===== src/hw/rtl/qwmi_pkg.sv =====
package qwmi_pkg;

   // Fixed field widths
   localparam int OPCODE_W  = 2;
   localparam int STATUS_W  = 2;
   localparam int IO_DATA_W = 32;
   localparam int OCC_W     = 11;

   // Opcodes
   localparam logic [OPCODE_W-1:0] OPC_PUSH   = 2'd0;
   localparam logic [OPCODE_W-1:0] OPC_POP    = 2'd1;
   localparam logic [OPCODE_W-1:0] OPC_INSERT = 2'd2;

   // Result status codes
   localparam logic [STATUS_W-1:0] STAT_STORED    = 2'd0;
   localparam logic [STATUS_W-1:0] STAT_POPPED    = 2'd1;
   localparam logic [STATUS_W-1:0] STAT_POP_EMPTY = 2'd2;
   localparam logic [STATUS_W-1:0] STAT_FULL      = 2'd3;

   // What one accepted item turns into
   typedef enum logic [2:0] {
      OPK_NOP,
      OPK_EMPTY,
      OPK_FULL,
      OPK_PUSH,
      OPK_INSERT,
      OPK_POP
   } op_kind_type;

   typedef enum logic [1:0] {
      ST_IDLE,
      ST_LINK,
      ST_COMMIT
   } state_type;

   // Controller to datapath
   typedef struct packed {
      logic        load;
      logic        mem_read;
      logic        link_step;
      logic        commit;
      op_kind_type kind;
   } ctl_cmd_type;

   // Datapath to controller
   typedef struct packed {
      logic empty;
      logic full;
      logic out_free;
   } dp_stat_type;

endpackage


===== src/hw/rtl/qwmi_ctrl.sv =====
module qwmi_ctrl
   import qwmi_pkg::*;
(
   input  logic                clock,
   input  logic                reset,
   input  logic                req_valid,
   output logic                req_ready,
   input  logic [OPCODE_W-1:0] req_opcode,
   input  dp_stat_type         stat,
   output ctl_cmd_type         cmd
);

   state_type   state_ff, state_in;
   op_kind_type kind_ff, kind_in;
   op_kind_type dec_kind;

   // Hold state and the decoded operation
   always_ff @(posedge clock) begin
      if (reset) begin
         state_ff <= ST_IDLE;
         kind_ff  <= OPK_NOP;
      end else begin
         state_ff <= state_in;
         kind_ff  <= kind_in;
      end
   end

   // Classify the incoming item against the current fill level
   always_comb begin
      case (req_opcode)
         OPC_PUSH:   dec_kind = stat.full  ? OPK_FULL  : OPK_PUSH;
         OPC_INSERT: dec_kind = stat.full  ? OPK_FULL  : OPK_INSERT;
         OPC_POP:    dec_kind = stat.empty ? OPK_EMPTY : OPK_POP;
         default:    dec_kind = OPK_NOP;
      endcase
   end

   // Sequence one item: accept and read, link step (push, insert, pop only), commit
   always_comb begin
      state_in      = state_ff;
      kind_in       = kind_ff;
      req_ready     = 1'b0;
      cmd.load      = 1'b0;
      cmd.mem_read  = 1'b0;
      cmd.link_step = 1'b0;
      cmd.commit    = 1'b0;
      cmd.kind      = kind_ff;
      case (state_ff)
         ST_IDLE: begin
            req_ready = 1'b1;
            cmd.kind  = dec_kind;
            if (req_valid) begin
               cmd.load     = 1'b1;
               cmd.mem_read = 1'b1;
               kind_in      = dec_kind;
               if (dec_kind == OPK_PUSH || dec_kind == OPK_INSERT ||
                   dec_kind == OPK_POP) begin
                  state_in = ST_LINK;
               end else begin
                  state_in = ST_COMMIT;
               end
            end
         end
         ST_LINK: begin
            cmd.link_step = 1'b1;
            state_in      = ST_COMMIT;
         end
         ST_COMMIT: begin
            if (stat.out_free) begin
               cmd.commit = 1'b1;
               state_in   = ST_IDLE;
            end
         end
         default: begin
            state_in = ST_IDLE;
         end
      endcase
   end

endmodule


===== config.mk =====
export PLATFORM = sky130hd
export DESIGN_NAME = qwmi_ctrl
export DESIGN_NICKNAME = d
export VERILOG_FILES = /design/src/hw/rtl/qwmi_pkg.sv /design/src/hw/rtl/qwmi_ctrl.sv
export SDC_FILE = /design/constraint.sdc
export NUM_CORES = 1
export LEC_CHECK = 0
export BUFFER_PORTS_ARGS = -buffer_cell sky130_fd_sc_hd__buf_2
export CORE_AREA = 5 5 42 44
export CTS_CLUSTER_SIZE = 8
export DETAILED_ROUTE_END_ITERATION = 16
export DIE_AREA = 0 0 47 49
export PLACE_DENSITY = 0.51
export RECOVER_POWER = 100
export SLEW_MARGIN = 40
export SYNTH_ARGS = -nofsm -noshare
export SYNTH_HDL_FRONTEND = slang
export SYNTH_SLANG_ARGS = --single-unit

===== constraint.sdc =====
create_clock -name clock -period 3.4 [get_ports clock]
set_input_delay 0.68 -clock clock [delete_from_list [all_inputs] [get_ports clock]]
set_output_delay 0.68 -clock clock [all_outputs]
set_load 0.05 [all_outputs]

# --- Yosys cells after proc, flatten, opt, wreduce, memory -nomap -nowiden ---
# Index checks and enable logic that the tools add are counted.
classes:
  n_eq_ne: 9
  mux: 15
  reduce_logical: 6
ops:
  columns: ["op", "count"]
  rows:
  - ["2-to-1 mux 2 bit", 5]
  - ["2-to-1 mux 3 bit", 3]
  - ["case mux 3 bit (3 select lines)", 1]
  - ["== test 3 bit (second input constant)", 2]
  - ["case mux 2 bit (3 select lines)", 1]
  - ["2-to-1 mux 1 bit", 5]
  - ["== test 2 x 1 -> 1 bit (second input constant)", 2]
  - ["== test 2 bit (second input constant)", 2]
  - ["zero test 2 bit", 2]
  - ["!= test 2 bit (second input constant)", 2]
  - ["AND reduction 2 bit", 2]
  - ["== test 3 x 2 -> 1 bit (second input constant)", 1]
  - ["logical OR 1 bit", 2]
word_totals:
  in_bits: 8
  out_inout_bits: 8
  ff_bits: 5

# --- Logic depth before layout (Yosys ltp) ---
depth:
  word_depth: 8
  ltp_mapped: 5

# --- Worst setup path after synthesis ---
# Ideal clock, no wire load.
synth_path:
  kind: "input to output"
  from: "input port req_opcode[1]"
  to: "output port cmd[1] in the netlist's numbering"
  arrival_time_ns: 2.409
  slack_ns: 0.311
  stages: 2
  required_ns: 2.720
  cell_sequence: "nor2b_1 -> o41ai_1"
synth_lines:
  columns: ["element", "line", "source"]
  rows:
  - ["from (decl)", "qwmi_ctrl.sv:8", "input logic [OPCODE_W-1:0] req_opcode,"]
  - ["to (decl)", "qwmi_ctrl.sv:10", "output ctl_cmd_type cmd"]

==> summary.txt <==
Run status
  – Run status: finished clean

Global route
  – Grt ovf: 0
  – Global-route wire length before repair: 1.469 mm
  – Largest net degree at the start of global routing: 11
  – Antenna violations before repair: 0
  – Number of global-route vias before repair: 352
  – Combined global-route utilization of all metal layers: 0.08937

Power
  – Sw frac: 0.3995
  – Clock network fraction of total power: 0.353
  – Max VDD drop: 0.0001957 V
  – Cell internal pwr: 123.0 uW
  – P_sw: 81.81 uW
  – Leakage: 0.0001557 uW
  – Flop pwr share: 0.330
  – Power density over the cells: 526.2 mW/mm^2
  – Combinational fraction of design power: 0.317

Setup path
  – List of cells traversed by the critical path: clkbuf_1 -> nor3b_1 -> a21oi_1 -> a21oi_1 -> clkbuf_1
  – Critical Path Source Type: primary input
  – Worst-path fanout max: 6
  – Required @ worst endpoint: 2.72 ns
  – Slowest Stage Delay on Critical Path: 0.48 ns
  – Slowest-stage cell, CP: sky130_fd_sc_hd__clkbuf_1
  – CP endpoint kind: primary output
  – Worst setup path category: in2out
  – Data arrival time of the critical path: 1.97 ns

Yosys
  – Cell variety after synth: 20
  – Share of synthesized area occupied by flip-flops and latches: 0.3213
  – Number of synthesized register bits: 5
  – Synthesized cell area: 311.5 sq um
  – Avg Inst Size Synth: 7.789 sq um
  – Post-synthesis cell count: 40
  – Net count of the mapped netlist: 48
  – Number of warnings reported in the yosys synthesis log: 0

Detailed routing
  – Vias per Instance: 4.583
  – Average wire length per cell after detail routing: 11.29 microns
  – Drt first pass iters: 4
  – Total wire length after detailed routing: 813 microns
  – Number of routed nets with antenna violations: 0
  – Starting DRT DRC Count: 12
  – Number of remaining DRC errors: 0
  – Number of vias after detailed routing: 330

Place
  – Worst Setup Slack post-DPL: 1.067 ns
  – DPL Wire Length: 584.8 microns
  – Quantity of I/O buffers inserted on ports: 15
  – Total placed cells including tap cells: 68
  – Cell area after placement: 380.4 sq um
  – GP Congestion: 0.8375

Run
  – Number of max-cap violations: 0

Floorplanning
  – Die width: 47 microns
  – Io pins: 16
  – Core Footprint: 0.001401 sq mm
  – Initial core utilization: 0.2223
  – Die Y-Extent: 49 microns
  – Standard-cell row count: 14
  – Area of the die: 0.002303 sq mm

Timing
  – Tightest Pin Transition: 0.5964 ns
  – Number of endpoints with negative hold slack in the final report: 0
  – Post-layout worst setup margin: 0.7454 ns
  – Setup repair after global routing missed its margin: false
  – Max Freq: 376.7 MHz
  – Worst slew slack as a fraction of its limit: 0.6041
  – Final critical-path share of the clock period: 0.7808
  – Min Tclk post-route: 2.655 ns
  – Layout Skew: 0.001015 ns
  – Final max-slew violation count: 0
  – Count of final setup violators: 0
  – Total negative slack: 0 ns

Finish
  – Layout area overhead: 24.90%
  – Fill cell instance count of the final layout: 181
  – Register area: 100.1 sq um
  – Layout Utilization: 0.2777
  – Most common library cell in the layout ignoring fill and taps: sky130_fd_sc_hd__clkbuf_1
  – Multi-input combinational cell area: 171.4 sq um
  – N_diodes: 0
  – Non-filler instance count after layout: 72
  – Number of nets in the layout: 65
  – Top library cells by usage in the layout, fill and taps aside: sky130_fd_sc_hd__clkbuf_1, sky130_fd_sc_hd__nor2_1, sky130_fd_sc_hd__buf_2
  – Layout Cell Area excl Fill: 389.1 sq um
  – Share of layout cells above drive strength 1: 0.2143

Clock network
  – Clk buf depth: 2
  – Number of buffers inserted to repair setup after CTS: 0
  – Register clock-pin slew on the reported worst setup and hold paths: 0.05 ns
  – Hold bufs inserted after CTS: 0
  – Sink Count: 5
  – Inserted Clock Buffers: 3
  – Number of cells upsized or downsized after cts: 0
  – CTS root buf: sky130_fd_sc_hd__clkbuf_4
  – Number of H-tree levels: 1
  – Clock latency of the later-clocked register in the worst-skew pair: 0.25 ns
  – TritonCTS clock tree: done

Hold path
  – Hold Crit Class: reg2reg
-- final cells by class --
class                   count  share of cell area
multi-input cells          30              0.4405
flip-flops and latches      5              0.2572
repair buffers             15              0.1640
clock buffers               4             0.06752
well taps                  16             0.05145
inverters                   2             0.01929
-- metrics by stage --
stage,power [uW],hold slack [ns]
after floorplan,123.3,0.4389
after global placement,137.6,0.4635
after detailed placement,137.6,0.4576
after CTS,211.7,0.4654
after global routing,218.6,0.4825
final,204.8,0.4578
-- state kept, by name, indices dropped and copies added, names as in the netlist --
signal and count:
kind_ff 3, state_ff 2
-- routing by layer --
layer	wire (microns)	vias to the layer above	part of all wire	GRT usage
met5	0	-	0	0
met3	44	2	0.054	0.02583
li1	-	174	-	-
met4	29	0	0.036	0.06912
met2	348	12	0.43	0.1109
met1	390	142	0.48	0.1228
-- critical path: cells and delay by family --
kind | cells | cell delay, ns
buf+inv | 2 | 0.66
simple gates | 1 | 0.36
compound gates | 2 | 0.28
-- synth_stat cells --
cell type	number	area share
sky130_fd_sc_hd__dfxtp_1	5	0.32
sky130_fd_sc_hd__nor2b_1	3	0.060
sky130_fd_sc_hd__or4b_2	1	0.032
sky130_fd_sc_hd__nor3b_1	1	0.024
sky130_fd_sc_hd__o21ai_0	2	0.032
sky130_fd_sc_hd__a21oi_1	4	0.064
sky130_fd_sc_hd__nor3_1	2	0.032
sky130_fd_sc_hd__nand2_1	2	0.024
sky130_fd_sc_hd__inv_1	1	0.012
sky130_fd_sc_hd__buf_4	2	0.048
sky130_fd_sc_hd__a21oi_2	1	0.028
sky130_fd_sc_hd__nor2_1	7	0.084
sky130_fd_sc_hd__buf_6	1	0.036
sky130_fd_sc_hd__or3b_4	1	0.036
sky130_fd_sc_hd__inv_2	1	0.012
sky130_fd_sc_hd__o41ai_1	2	0.056
sky130_fd_sc_hd__or3_1	1	0.020
sky130_fd_sc_hd__and2_1	1	0.020
sky130_fd_sc_hd__o21ba_2	1	0.032
sky130_fd_sc_hd__a211oi_1	1	0.024
-- logic make-up after synthesis --
| kind of cell | after synthesis | share of synthesized area |
|---|---|---|
| flip-flops | 5 | 0.3213 |
| buffers and inverters | 5 | 0.1084 |
| AO/OA/AOI/OAI | 11 | 0.2370 |
| AND/OR/NAND/NOR | 19 | 0.3334 |
-- power by group through the flow --
stage                     registers, uW  logic (uW)  clock network, uW
after floorplan                    65.0        58.2                  0
after global placement             68.6        69.1                  0
after detailed placement           68.6        69.0                  0
after CTS                          67.5        69.3               74.9
after global routing               68.2        70.1               80.3
final                              67.6        64.9               72.3
-- worst paths after layout --
check / start / to / slack (ns) / depth (start not counted)
worst max-delay path: req_opcode[0] / cmd[2] / 0.75 / 5
worst min-delay path: kind_ff[1]$_SDFFE_PP0P_ / kind_ff[1]$_SDFFE_PP0P_ / 0.46 / 2
worst max register to register: state_ff[0]$_SDFFE_PP0P_ / kind_ff[1]$_SDFFE_PP0P_ / 1.93 / 3
worst min register to register: kind_ff[1]$_SDFFE_PP0P_ / kind_ff[1]$_SDFFE_PP0P_ / 0.46 / 2
(Power assumes the default switching activity.)
